`config.mk`:
```
export PLATFORM = sky130hd
export DESIGN_NAME = periodic_timer_slot_bank
export DESIGN_NICKNAME = d
export VERILOG_FILES = /design/src/rtl/ptsb_pkg.sv /design/src/rtl/periodic_timer_slot_bank.sv /design/src/rtl/ptsb_slot_ram.sv
export SDC_FILE = /design/constraint.sdc
export NUM_CORES = 2
export LEC_CHECK = 0
export ABC_AREA = 1
export BUFFER_PORTS_ARGS = -buffer_cell sky130_fd_sc_hd__buf_2
export CAP_MARGIN = 10
export CORE_MARGIN = 5
export CORE_UTILIZATION = 50
export CTS_CLUSTER_SIZE = 24
export DETAILED_ROUTE_END_ITERATION = 8
export GPL_TIMING_DRIVEN = 1
export MAX_ROUTING_LAYER = met4
export PLACE_DENSITY_LB_ADDON = 0.3
export REMOVE_ABC_BUFFERS = 1
export SYNTH_ARGS = -nofsm -noshare
export SYNTH_HDL_FRONTEND = slang
export SYNTH_SLANG_ARGS = --single-unit
export TNS_END_PERCENT = 50
```
`constraint.sdc`:
```
create_clock -name clk -period 10.45 [get_ports clk]
set_clock_uncertainty 0.1 [all_clocks]
set_input_delay 0.5225 -clock clk [delete_from_list [all_inputs] [get_ports clk]]
set_output_delay 0.5225 -clock clk [all_outputs]
set_load 0.01 [all_outputs]
```
`src/rtl/ptsb_pkg.sv`:
```
// ----------------------------------------------------------------------------
// ptsb_pkg
// Shared types and constants for the periodic timer slot bank.
// ----------------------------------------------------------------------------
`default_nettype none

package ptsb_pkg;

	// Input word kinds
	typedef enum logic [1:0] {
		KIND_TICK  = 2'd0,
		KIND_ARM   = 2'd1,
		KIND_QUERY = 2'd2
	} kind_t;

	// Counter value at which wrap handling runs
	localparam logic [31:0] WRAP_POINT = 32'h0000_FFFF;

	typedef enum logic [2:0] {
		ST_IDLE,
		ST_UPDATE,
		ST_TICK,
		ST_SW_RD,
		ST_SW_WR
	} state_t;

	// One slot entry as held in the slot memory
	typedef struct packed {
		logic [31:0] start;
		logic [31:0] deadline;
		logic [15:0] period;
	} slot_ent_t;

	// Memory controls issued by the sequencer
	typedef struct packed {
		logic rd_en;
		logic wr_en;
		logic clr_dl;
	} mem_ctl_t;

endpackage

`default_nettype wire

```
`src/rtl/periodic_timer_slot_bank.sv`:
```
// ----------------------------------------------------------------------------
// periodic_timer_slot_bank
// Bank of periodic timer slots driven by a shared tick counter.
// ----------------------------------------------------------------------------
// Usage:
//   Input words (kind, slot, period) are taken at a clock edge where start is
//   high and busy is low. Every word yields exactly one result: done pulses
//   for one cycle with expired; the receiver cannot stall it.
//   Kinds: tick advances the counter and runs wrap handling, arm loads a
//   slot with a period, query reports and rearms an expired slot.
//   Steps per word:
//     arm / query in range : a read of the slot memory at accept, then a
//                            read-modify-write in the update state; the next
//                            word may be taken in the done cycle.
//     tick                 : done is registered from the tick state.
//     tick ending overflow : done at the end of the rebase sweep, which reads
//                            and writes back each slot in turn (read state,
//                            then write state) through the single slot memory.
//     out-of-range slot or unused kind : done is registered at accept.
//   Reset clears the counter, the wrap limit, the overflow phase and all
//   armed bits; slot start and deadline read as zero through valid bits, so
//   there is no clearing pass and the block accepts words right after reset.
// ----------------------------------------------------------------------------
`default_nettype none

module periodic_timer_slot_bank #(
	parameter int NUM_SLOTS = 16
) (
	input  wire         clk,
	input  wire         arst_n,
	input  wire         start,
	output logic        busy,
	input  wire  [1:0]  kind,
	input  wire  [3:0]  slot,
	input  wire  [15:0] period,
	output logic        done,
	output logic        expired
);

	localparam int IDX_W = (NUM_SLOTS > 1) ? $clog2(NUM_SLOTS) : 1;

	ptsb_pkg::state_t state_q, state_d;

	logic [31:0]          tick_q;
	logic [31:0]          wrap_q;
	logic                 ovf_q;
	logic [NUM_SLOTS-1:0] armed_q;

	logic [1:0]       kind_q;
	logic [15:0]      period_q;
	logic [IDX_W-1:0] idx_q;
	logic [IDX_W-1:0] sw_idx_q;
	logic             done_q;
	logic             expired_q;

	ptsb_pkg::mem_ctl_t  ctl;
	logic [IDX_W-1:0]    rd_addr;
	logic [IDX_W-1:0]    wr_addr;
	ptsb_pkg::slot_ent_t wr_data;
	ptsb_pkg::slot_ent_t rd_ent;

	logic accept;
	logic slot_ok;
	logic mem_op;
	logic done_d;
	logic expired_d;

	// update datapath
	logic        is_arm;
	logic        hit;
	logic        rearm;
	logic [15:0] new_per;
	logic [31:0] new_dl;
	ptsb_pkg::slot_ent_t upd_ent;
	ptsb_pkg::slot_ent_t sw_ent;

	// tick datapath
	logic [31:0] tick_inc;
	logic [31:0] wrap_dec;
	logic        tick_clr;
	logic        tick_enter_ovf;
	logic        tick_rebase;
	logic        sw_last;

	assign busy    = (state_q != ptsb_pkg::ST_IDLE);
	assign accept  = start && !busy;
	assign slot_ok = ({5'd0, slot} < 9'(NUM_SLOTS));
	assign mem_op  = ((kind == ptsb_pkg::KIND_ARM) || (kind == ptsb_pkg::KIND_QUERY)) && slot_ok;
	assign done    = done_q;
	assign expired = expired_q;

	// slot update: arm, or query with possible rearm from stored period
	assign is_arm  = (kind_q == ptsb_pkg::KIND_ARM);
	assign hit     = armed_q[idx_q] && (tick_q >= rd_ent.deadline);
	assign rearm   = is_arm || hit;
	assign new_per = is_arm ? period_q : rd_ent.period;
	assign new_dl  = tick_q + {16'd0, new_per};

	always_comb begin
		upd_ent.start    = tick_q;
		upd_ent.period   = rearm ? new_per : rd_ent.period;
		upd_ent.deadline = rearm ? new_dl : rd_ent.deadline;
	end

	// rebase: deadline minus start
	always_comb begin
		sw_ent          = rd_ent;
		sw_ent.deadline = rd_ent.deadline - rd_ent.start;
	end

	assign tick_inc       = tick_q + 32'd1;
	assign wrap_dec       = wrap_q - 32'd1;
	assign tick_clr       = !ovf_q && (tick_inc >= ptsb_pkg::WRAP_POINT) && (tick_inc >= wrap_q);
	assign tick_enter_ovf = !ovf_q && (tick_inc >= ptsb_pkg::WRAP_POINT) && (tick_inc < wrap_q);
	assign tick_rebase    = ovf_q && (wrap_dec == 32'd0);
	assign sw_last        = (sw_idx_q == IDX_W'(NUM_SLOTS - 1));

	// next state
	always_comb begin
		state_d = state_q;
		unique case (state_q)
			ptsb_pkg::ST_IDLE: begin
				if (accept) begin
					if (kind == ptsb_pkg::KIND_TICK) begin
						state_d = ptsb_pkg::ST_TICK;
					end else if (mem_op) begin
						state_d = ptsb_pkg::ST_UPDATE;
					end
				end
			end
			ptsb_pkg::ST_UPDATE: begin
				state_d = ptsb_pkg::ST_IDLE;
			end
			ptsb_pkg::ST_TICK: begin
				state_d = tick_rebase ? ptsb_pkg::ST_SW_RD : ptsb_pkg::ST_IDLE;
			end
			ptsb_pkg::ST_SW_RD: begin
				state_d = ptsb_pkg::ST_SW_WR;
			end
			ptsb_pkg::ST_SW_WR: begin
				state_d = sw_last ? ptsb_pkg::ST_IDLE : ptsb_pkg::ST_SW_RD;
			end
			default: begin
				state_d = ptsb_pkg::ST_IDLE;
			end
		endcase
	end

	// outputs
	always_comb begin
		ctl       = '0;
		rd_addr   = IDX_W'(slot);
		wr_addr   = idx_q;
		wr_data   = upd_ent;
		done_d    = 1'b0;
		expired_d = 1'b0;
		unique case (state_q)
			ptsb_pkg::ST_IDLE: begin
				if (accept && mem_op) begin
					ctl.rd_en = 1'b1;
				end else if (accept && (kind != ptsb_pkg::KIND_TICK)) begin
					done_d = 1'b1;
				end
			end
			ptsb_pkg::ST_UPDATE: begin
				ctl.wr_en = 1'b1;
				done_d    = 1'b1;
				expired_d = hit && !is_arm;
			end
			ptsb_pkg::ST_TICK: begin
				ctl.clr_dl = tick_clr;
				done_d     = !tick_rebase;
			end
			ptsb_pkg::ST_SW_RD: begin
				ctl.rd_en = 1'b1;
				rd_addr   = sw_idx_q;
			end
			ptsb_pkg::ST_SW_WR: begin
				ctl.wr_en = 1'b1;
				wr_addr   = sw_idx_q;
				wr_data   = sw_ent;
				done_d    = sw_last;
			end
			default: begin
				ctl = '0;
			end
		endcase
	end

	always_ff @(posedge clk) begin
		if (accept) begin
			kind_q   <= kind;
			period_q <= period;
			idx_q    <= IDX_W'(slot);
		end
	end

	always_ff @(posedge clk or negedge arst_n) begin
		if (!arst_n) begin
			state_q   <= ptsb_pkg::ST_IDLE;
			tick_q    <= '0;
			wrap_q    <= '0;
			ovf_q     <= 1'b0;
			armed_q   <= '0;
			sw_idx_q  <= '0;
			done_q    <= 1'b0;
			expired_q <= 1'b0;
		end else begin
			state_q   <= state_d;
			done_q    <= done_d;
			expired_q <= expired_d;
			if (state_q == ptsb_pkg::ST_UPDATE && rearm) begin
				armed_q[idx_q] <= 1'b1;
				if (!ovf_q && (wrap_q <= new_dl)) begin
					wrap_q <= new_dl;
				end
			end
			if (state_q == ptsb_pkg::ST_TICK) begin
				sw_idx_q <= '0;
				if (ovf_q) begin
					wrap_q <= wrap_dec;
					if (tick_rebase) begin
						tick_q <= '0;
						ovf_q  <= 1'b0;
					end else begin
						tick_q <= tick_inc;
					end
				end else if (tick_clr) begin
					tick_q <= '0;
				end else begin
					tick_q <= tick_inc;
					if (tick_enter_ovf) begin
						ovf_q  <= 1'b1;
						wrap_q <= wrap_q - ptsb_pkg::WRAP_POINT;
					end
				end
			end
			// advance the rebase sweep
			if (state_q == ptsb_pkg::ST_SW_WR && !sw_last) begin
				sw_idx_q <= sw_idx_q + IDX_W'(1);
			end
		end
	end

	ptsb_slot_ram #(
		.NUM_SLOTS (NUM_SLOTS),
		.IDX_W     (IDX_W)
	) u_ram (
		.clk     (clk),
		.arst_n  (arst_n),
		.ctl     (ctl),
		.rd_addr (rd_addr),
		.wr_addr (wr_addr),
		.wr_data (wr_data),
		.rd_data (rd_ent)
	);

endmodule

`default_nettype wire

```
`src/rtl/ptsb_slot_ram.sv`:
```
// ----------------------------------------------------------------------------
// ptsb_slot_ram
// Slot entry memory with a registered read. Per-entry valid bits make
// never-written entries read as zero start and deadline, and a separate
// deadline valid vector clears every deadline at once.
// ----------------------------------------------------------------------------
`default_nettype none

module ptsb_slot_ram #(
	parameter int NUM_SLOTS = 16,
	parameter int IDX_W     = 4
) (
	input  wire                      clk,
	input  wire                      arst_n,
	input  wire ptsb_pkg::mem_ctl_t  ctl,
	input  wire  [IDX_W-1:0]         rd_addr,
	input  wire  [IDX_W-1:0]         wr_addr,
	input  wire ptsb_pkg::slot_ent_t wr_data,
	output ptsb_pkg::slot_ent_t      rd_data
);

	ptsb_pkg::slot_ent_t mem_q [NUM_SLOTS];
	ptsb_pkg::slot_ent_t rd_raw_q;
	logic [NUM_SLOTS-1:0] ent_vld_q;
	logic [NUM_SLOTS-1:0] dl_vld_q;
	logic                 rd_ent_vld_q;
	logic                 rd_dl_vld_q;

	always_ff @(posedge clk) begin
		if (ctl.wr_en) begin
			mem_q[wr_addr] <= wr_data;
		end
		if (ctl.rd_en) begin
			rd_raw_q <= mem_q[rd_addr];
		end
	end

	always_ff @(posedge clk or negedge arst_n) begin
		if (!arst_n) begin
			ent_vld_q    <= '0;
			dl_vld_q     <= '0;
			rd_ent_vld_q <= 1'b0;
			rd_dl_vld_q  <= 1'b0;
		end else begin
			if (ctl.wr_en) begin
				ent_vld_q[wr_addr] <= 1'b1;
				dl_vld_q[wr_addr]  <= 1'b1;
			end
			// drop every deadline at once
			if (ctl.clr_dl) begin
				dl_vld_q <= '0;
			end
			if (ctl.rd_en) begin
				rd_ent_vld_q <= ent_vld_q[rd_addr];
				rd_dl_vld_q  <= ent_vld_q[rd_addr] & dl_vld_q[rd_addr];
			end
		end
	end

	always_comb begin
		rd_data          = rd_raw_q;
		rd_data.start    = rd_ent_vld_q ? rd_raw_q.start : '0;
		rd_data.deadline = rd_dl_vld_q ? rd_raw_q.deadline : '0;
	end

endmodule

`default_nettype wire

```
* Word-level counts from Yosys, hierarchy flattened
Memory sizes are Yosys's and may differ from the RTL's. A register that Yosys moved wholly into a read port is not among the register bits. Index checks and enable logic that the tools add are counted.
Word-level totals: register bits after elaboration 146, RAM bits 1280, input bits 25, memories kept 1
Cells by class: add/sub/neg operators 6, $lt $le $gt $ge 10, eq/ne operators 10, muxes and demuxes 51, bitwise gates (word level) 4, reduce and logical (&&, ||, !) cells 30
Memories:
- u_ram.mem_q | depth 16, bits a word 80, rd ports 1, clocked after Yosys merged registers in 1, write ports 1, line ptsb_slot_ram.sv:22 | ptsb_pkg::slot_ent_t mem_q [NUM_SLOTS];
Operator list (count):
- 32-bit two-way mux | 12
- 80-bit two-way mux | 1
- 32-bit >= comparator | 2
- 16-bit two-way mux | 4
- 16-bit OR | 3
- 32-bit by 1-bit adder with 32-bit output (second input constant) | 1
- 32-bit by 16-bit adder with 32-bit output | 1
- 32-bit by 16-bit >= comparator with 1-bit output (second input constant) | 1
- 32-bit less-or-equal comparator | 1
- 32-bit zero test | 1
- 32-bit < comparator | 1
- 32-bit by 1-bit subtractor with 32-bit output (second input constant) | 1
- 32-bit by 16-bit subtractor with 32-bit output (second input constant) | 1
- 32-bit subtractor | 1
- 1-bit two-way mux | 17
- 4-bit two-way mux | 4
- 4-bit by 5-bit < comparator with 1-bit output (second input constant) | 3
- 1-bit logical AND | 14
- 1-bit binary-select mux with 4-bit select | 3
- 3-bit one-hot mux with 4 select lines | 1
- 3-bit two-way mux | 3
- 1-bit demux with 4-bit select | 2
- 4-bit by 1-bit >= comparator with 1-bit output (second input constant) | 2
- 3-bit by 2-bit == test with 1-bit output (second input constant) | 2
- 20 further kinds | 29

* Logic depth before layout (Yosys ltp)
depth in word-level cells 11, depth in mapped cells 35, mapped depth without buffers 32

* By module
A second synthesis with hierarchy kept.
Unflattened totals: cell total of the unflattened synthesis 6575, area total of the unflattened synthesis 69540.4 um2
Modules (own cells, without submodules):
- ptsb_slot_ram | instances 1, cells each 3884, area each 53944.2 um2, seq. area each 41690.0 um2
- periodic_timer_slot_bank | instances 1, cells each 2691, area each 15596.2 um2, seq. area each 2912.8 um2

* Worst setup path before layout
No wires, ideal clock.
kind register -> register, from register state_q[1], to memory u_ram.mem_q[11][0] in the netlist's numbering (enable), setup time 521 ps, arrival 4793 ps, required time 9829 ps, setup slack 5036 ps, stages on the path, launching flop included 10, buffers on the path 1, cells stage by stage dfrtp_1 -> nor2_1 -> inv_1 -> nor2_1 -> clkbuf_1 -> nor2_1 -> or2_2 -> nor2_1 -> inv_1 -> nor2_1
On the way: word-level cells in the longest chain between the ends 5
RTL lines:
- start, declared | line periodic_timer_slot_bank.sv:42 | ptsb_pkg::state_t state_q, state_d;
- start signal, assigned | line periodic_timer_slot_bank.sv:200 | state_q <= ptsb_pkg::ST_IDLE;
- start signal, assigned | line periodic_timer_slot_bank.sv:209 | state_q <= state_d;
- 3-bit by 1-bit == test with 1-bit output or 3-bit == test (tied branches) | line periodic_timer_slot_bank.sv:157 | unique case (state_q)
- 2-bit OR reduction (no source line)
- 1-bit two-way mux | line periodic_timer_slot_bank.sv:157
- 1-bit two-way mux | line ptsb_slot_ram.sv:30 | if (ctl.wr_en) begin
- 1-bit two-way mux (implied by the code) | line ptsb_slot_ram.sv:31 | mem_q[wr_addr] <= wr_data;
- end, declared | line ptsb_slot_ram.sv:22
Several ways; a longest one is shown, not always the timed one.

* Final worst setup path
from register kind_q[1], to register wrap_q[7]
On the way: word-level cells in the longest chain between the ends 11
RTL lines:
- start, declared | line periodic_timer_slot_bank.sv:49 | logic [1:0] kind_q;
- start signal, assigned | line periodic_timer_slot_bank.sv:192 | kind_q <= kind;
- 2-bit by 1-bit == test with 1-bit output (*) | line periodic_timer_slot_bank.sv:93 | assign is_arm = (kind_q == ptsb_pkg::KIND_ARM);
- 16-bit two-way mux | line periodic_timer_slot_bank.sv:96 | assign new_per = is_arm ? period_q : rd_ent.period;
- 32-bit by 16-bit adder with 32-bit output | line periodic_timer_slot_bank.sv:97 | assign new_dl = tick_q + {16'd0, new_per};
- 32-bit less-or-equal comparator | line periodic_timer_slot_bank.sv:214 | if (!ovf_q && (wrap_q <= new_dl)) begin
- 1-bit logical AND | line periodic_timer_slot_bank.sv:214
- 32-bit two-way mux | line periodic_timer_slot_bank.sv:214
- 32-bit two-way mux (*) | line periodic_timer_slot_bank.sv:212 | if (state_q == ptsb_pkg::ST_UPDATE && rearm) begin
- 32-bit two-way mux | line periodic_timer_slot_bank.sv:232 | if (tick_enter_ovf) begin
- 32-bit two-way mux | line periodic_timer_slot_bank.sv:228 | end else if (tick_clr) begin
- 32-bit two-way mux | line periodic_timer_slot_bank.sv:220 | if (ovf_q) begin
- 32-bit two-way mux (*) | line periodic_timer_slot_bank.sv:218 | if (state_q == ptsb_pkg::ST_TICK) begin
- end signal, assigned | line periodic_timer_slot_bank.sv:215 | wrap_q <= new_dl;
- end signal, assigned | line periodic_timer_slot_bank.sv:221 | wrap_q <= wrap_dec;
- end signal, assigned | line periodic_timer_slot_bank.sv:234 | wrap_q <= wrap_q - ptsb_pkg::WRAP_POINT;
- end, declared | line periodic_timer_slot_bank.sv:45 | logic [31:0] wrap_q;
Every way passes the cells marked *; elsewhere a longest branch is shown, timed or not. A chain may end at the register's enable or synchronous reset.

==> results.md <==
* WHS Path Cells at 4
* CTS tree: done
* Compound-Gate Fraction of Synth Area at 0.135
* Net Sw Frac at 0.297
* Placed cell areas at 69900 um^2
* Final Hold Fails at 0
* Cell row count at 135
* Crit-path max FO at 59
* DRC at 0
* Status: finished, final reports clean
* Ports at 28
* Hold_sp: start
* Initial antenna violation count at 7
* First-pass DRT Iterations at 5
* Core area at 135000 um^2
* Slew margin rel. at 0.182
* First-pass GRT wire length at 297000 um
* Switching power at 0.00459 W
* Hold EP: state_q[1]
* Clock power frac at 0.348
* Routed WL at 199000 um
* Top FF cell, synth: edfxtp_1
* Synthesized area at 67700 um^2
* List of most frequent post-synthesis cells: edfxtp_1 (1382), nor2_1 (942), nand2_1 (887), o21ai_0 (864), inv_1 (329)
* Endpoints failing setup at 0
* Hold Path Class: input pin to flip-flop
* Crit share post-route at 0.604
* Vias in the first global route at 46617
* Iter 0 DRT Violations at 5994
* Max cap viols at 0
* Cells resized by post-CTS repair at 0
* Clock-pin slew on the worst setup and hold paths at 60 ps
* Final Max Slew Viols at 0
* Sequential cell area fraction in the yosys report at 0.659
* Synth Instances at 6111
* Post-Synth XOR/XNOR Area at 0.0123
* Fin crit period at 6310 ps
* Hold buffers post-CTS at 23
* Worst-Margin Slew at 1220 ps
* Nets at 6266
* RSZ-0062 raised after global routing: no
* Pwr/cell area at 206 nW/um^2
* GRT Total Usage at 0.283
* Yosys top cell area share at 0.613
* Most frequent cell after synthesis: edfxtp_1
* Largest family of logic cells by synthesized area: compound AO/OA/AOI/OAI gates
* Clk sinks at 1506
* Post-synth EDFFs at 1382
* Mean area per synthesized cell at 11.1 um^2
* Reg2Reg Depth at 26
* Synth Register Bits at 1506
* Die area at 143000 um^2
* Worst setup margin at 4140 ps
* TritonCTS buffer count at 154
* Die Y at 378 um
* R2r setup slk at 4140 ps
* Filler cells at 11154
* Number of routed nets with antenna violations at 0
* Clock buffer depth at 3
* Routed vias at 48686
* Reg2Reg Capture Point: wrap_q[7]
* Internal Power at 0.0109 W
* Worst setup EP type: flip-flop
* Reg-to-Reg Start: kind_q[1]
* H-Tree Depth at 4
* Worst Path Required at 11070 ps
* Worst skew pair latency at 800 ps
* Top post-synthesis cells by area: edfxtp_1 (61%), o21ai_0 (6.4%), nor2_1 (5.2%)
* Fmax at 158 MHz
* Cell taking the most area after synthesis: edfxtp_1
* IO Port Bufs at 27
* Async set-reset flop share out of synthesis at 0.0823
* Adder-Cell Fraction of Synth Area at 0.0285
* Largest net degree at the start of global routing at 215
* Startpoint class of the critical path: flip-flop
* Fraction of layout cells with a size suffix above 1 at 0.0719
* Final instance area at 75000 um^2
* CTS Root Cell: clkbuf_16
* Leakage at 26.0 nW
* Detailed Place HPWL at 116000 um
* Initial Util at 0.501
* Reg power frac at 0.463
* Pre-CTS worst setup slack at 4240 ps
* Synth warn at 0
* Combinational share of power at 0.189
* Mean routed wirelength per cell at 24.9 um
* Total gr overflow at 0
* Vias per inst at 6.09
* Crit path kind: flip-flop to flip-flop
* VDD IR max at 0.159 mV
* Synth cell types at 51
* Mux cell area share after synthesis at 0
* WP data arrival at 6940 ps
* Simple-Gate Fraction of Synth Area at 0.126
* Postcts setup bufs at 0
* GP Congestion at 0.966
* DIE WIDTH at 378 um
* Layout area overhead at 10.8%
==> worst max path at each step <==
stage / startpoint / endpoint / slack (ps) / depth (start not counted)
6_report: kind_q[1] / wrap_q[7] / 4140 / 26
3_3_place_gp: kind_q[1] / wrap_q[10] / 4320 / 26
4_1_cts: kind_q[1] / wrap_q[7] / 4230 / 26
3_5_place_dp: kind_q[1] / wrap_q[7] / 4240 / 26
2_1_floorplan: state_q[2] / u_ram.rd_dl_vld_q / -52700 / 12
5_1_grt: kind_q[1] / wrap_q[19] / 3510 / 26
==> cells in the final DEF (no fill, tap or decap), types with 21 or more instances in the layout <==
cell type / netlist / layout
o211ai_1: 103 / 103
o221ai_1: 233 / 233
nor2_1: 942 / 923
xor2_1: 77 / 77
buf_2: 34 / 26
clkinv_2: 0 / 21
o22ai_1: 109 / 109
o21ai_0: 864 / 848
clkbuf_1: 298 / 33
inv_1: 329 / 326
dfrtp_1: 124 / 124
nor3_1: 23 / 23
nand3_1: 210 / 209
nor2_4: 3 / 23
a21oi_1: 138 / 137
nand2_1: 887 / 885
nand4_1: 33 / 33
ha_1: 151 / 151
clkinv_1: 5 / 36
dlygate4sd3_1: 0 / 23
o21ai_1: 17 / 30
clkbuf_16: 0 / 156
buf_4: 2 / 115
edfxtp_1: 1382 / 1382
==> flip-flops by register name, indices dropped and copies added (netlist names) <==
register            count
armed_q                16
done                    1
expired                 1
idx_q                   4
kind_q                  2
ovf_q                   1
period_q               16
state_q                 3
sw_idx_q                4
tick_q                 32
u_ram.dl_vld_q         16
u_ram.ent_vld_q        16
u_ram.mem_q          1280
u_ram.rd_data          16
u_ram.rd_dl_vld_q       1
u_ram.rd_ent_vld_q      1
u_ram.rd_raw_q         64
wrap_q                 32
==> kinds of logic (layout without fill, tap and decap cells) <==
kind of cell / after synthesis / in the layout
AO/OA/AOI/OAI: 1529 / 1529
XOR/XNOR: 94 / 94
adder cells (fa/ha/maj): 153 / 153
buffers and inverters: 690 / 784
flip-flops: 1506 / 1506
other: 0 / 7
AND/OR/NAND/NOR: 2139 / 2139
==> power groups by stage <==
stage                     sequential (W)  clock, W  combinational [W]
after floorplan                  0.00725         0            0.00188
after global placement           0.00727         0            0.00282
after detailed placement         0.00727         0            0.00286
after CTS                        0.00715   0.00543            0.00288
after global routing             0.00717   0.00570            0.00321
final                            0.00716   0.00537            0.00292
==> area by class of cell <==
class,count,area [um^2],share of cell area
inverter,341,1310,0.0174
clock inverter,78,743,0.00991
antenna,7,17.5,0.000234
sequential,1506,44600,0.595
tap,1781,2230,0.0297
clock buffer,195,4110,0.0548
multi-input combinational,3915,20600,0.275
timing repair buffer,170,1340,0.0178
==> critical path: stages (launching register included) <==
cell and delay, ps:
edfxtp_1 420, nor2_4 680, o21ai_0 280, ha_1 290
fa_1 400, nand3_1 100, nand2_1 100, nand2_1 80
nand2_1 130, nand2_1 90, nand2_1 100, nand2_1 90
o21ai_0 140, xor2_1 310, inv_1 130, ha_1 310
nand3_1 80, nor3_1 260, and3_1 230, nand4_1 90
nand2_1 140, nand2_1 100, inv_1 100, nand3_2 770
o21ai_0 480, nand2_1 90, nand2_1 80
==> metrics by stage <==
step / power, W / hold slack (ps) / std cells / setup TNS [ps] / utilization
floorplan: 0.00913 / 127 / 5762 / -4300410 / -
global placement: 0.0101 / 341 / 7689 / 0 / 0.518
detailed placement: 0.0101 / 351 / 7689 / 0 / 0.518
CTS: 0.0155 / 105 / 7985 / 0 / 0.555
global route: 0.0161 / 145 / 7993 / 0 / 0.555
finish: 0.0155 / 174 / 7993 / 0 / 0.555
==> metal layers <==
metal | wire length (um) | up-vias | track usage
met4 | 6370 | 0 | 0.0933
met3 | 18000 | 369 | 0.0427
met5 | 0 | - | -
met2 | 91900 | 2409 | 0.434
li1 | - | 21961 | -
met1 | 82500 | 23947 | 0.394
Power figures use the tool's default switching activity.
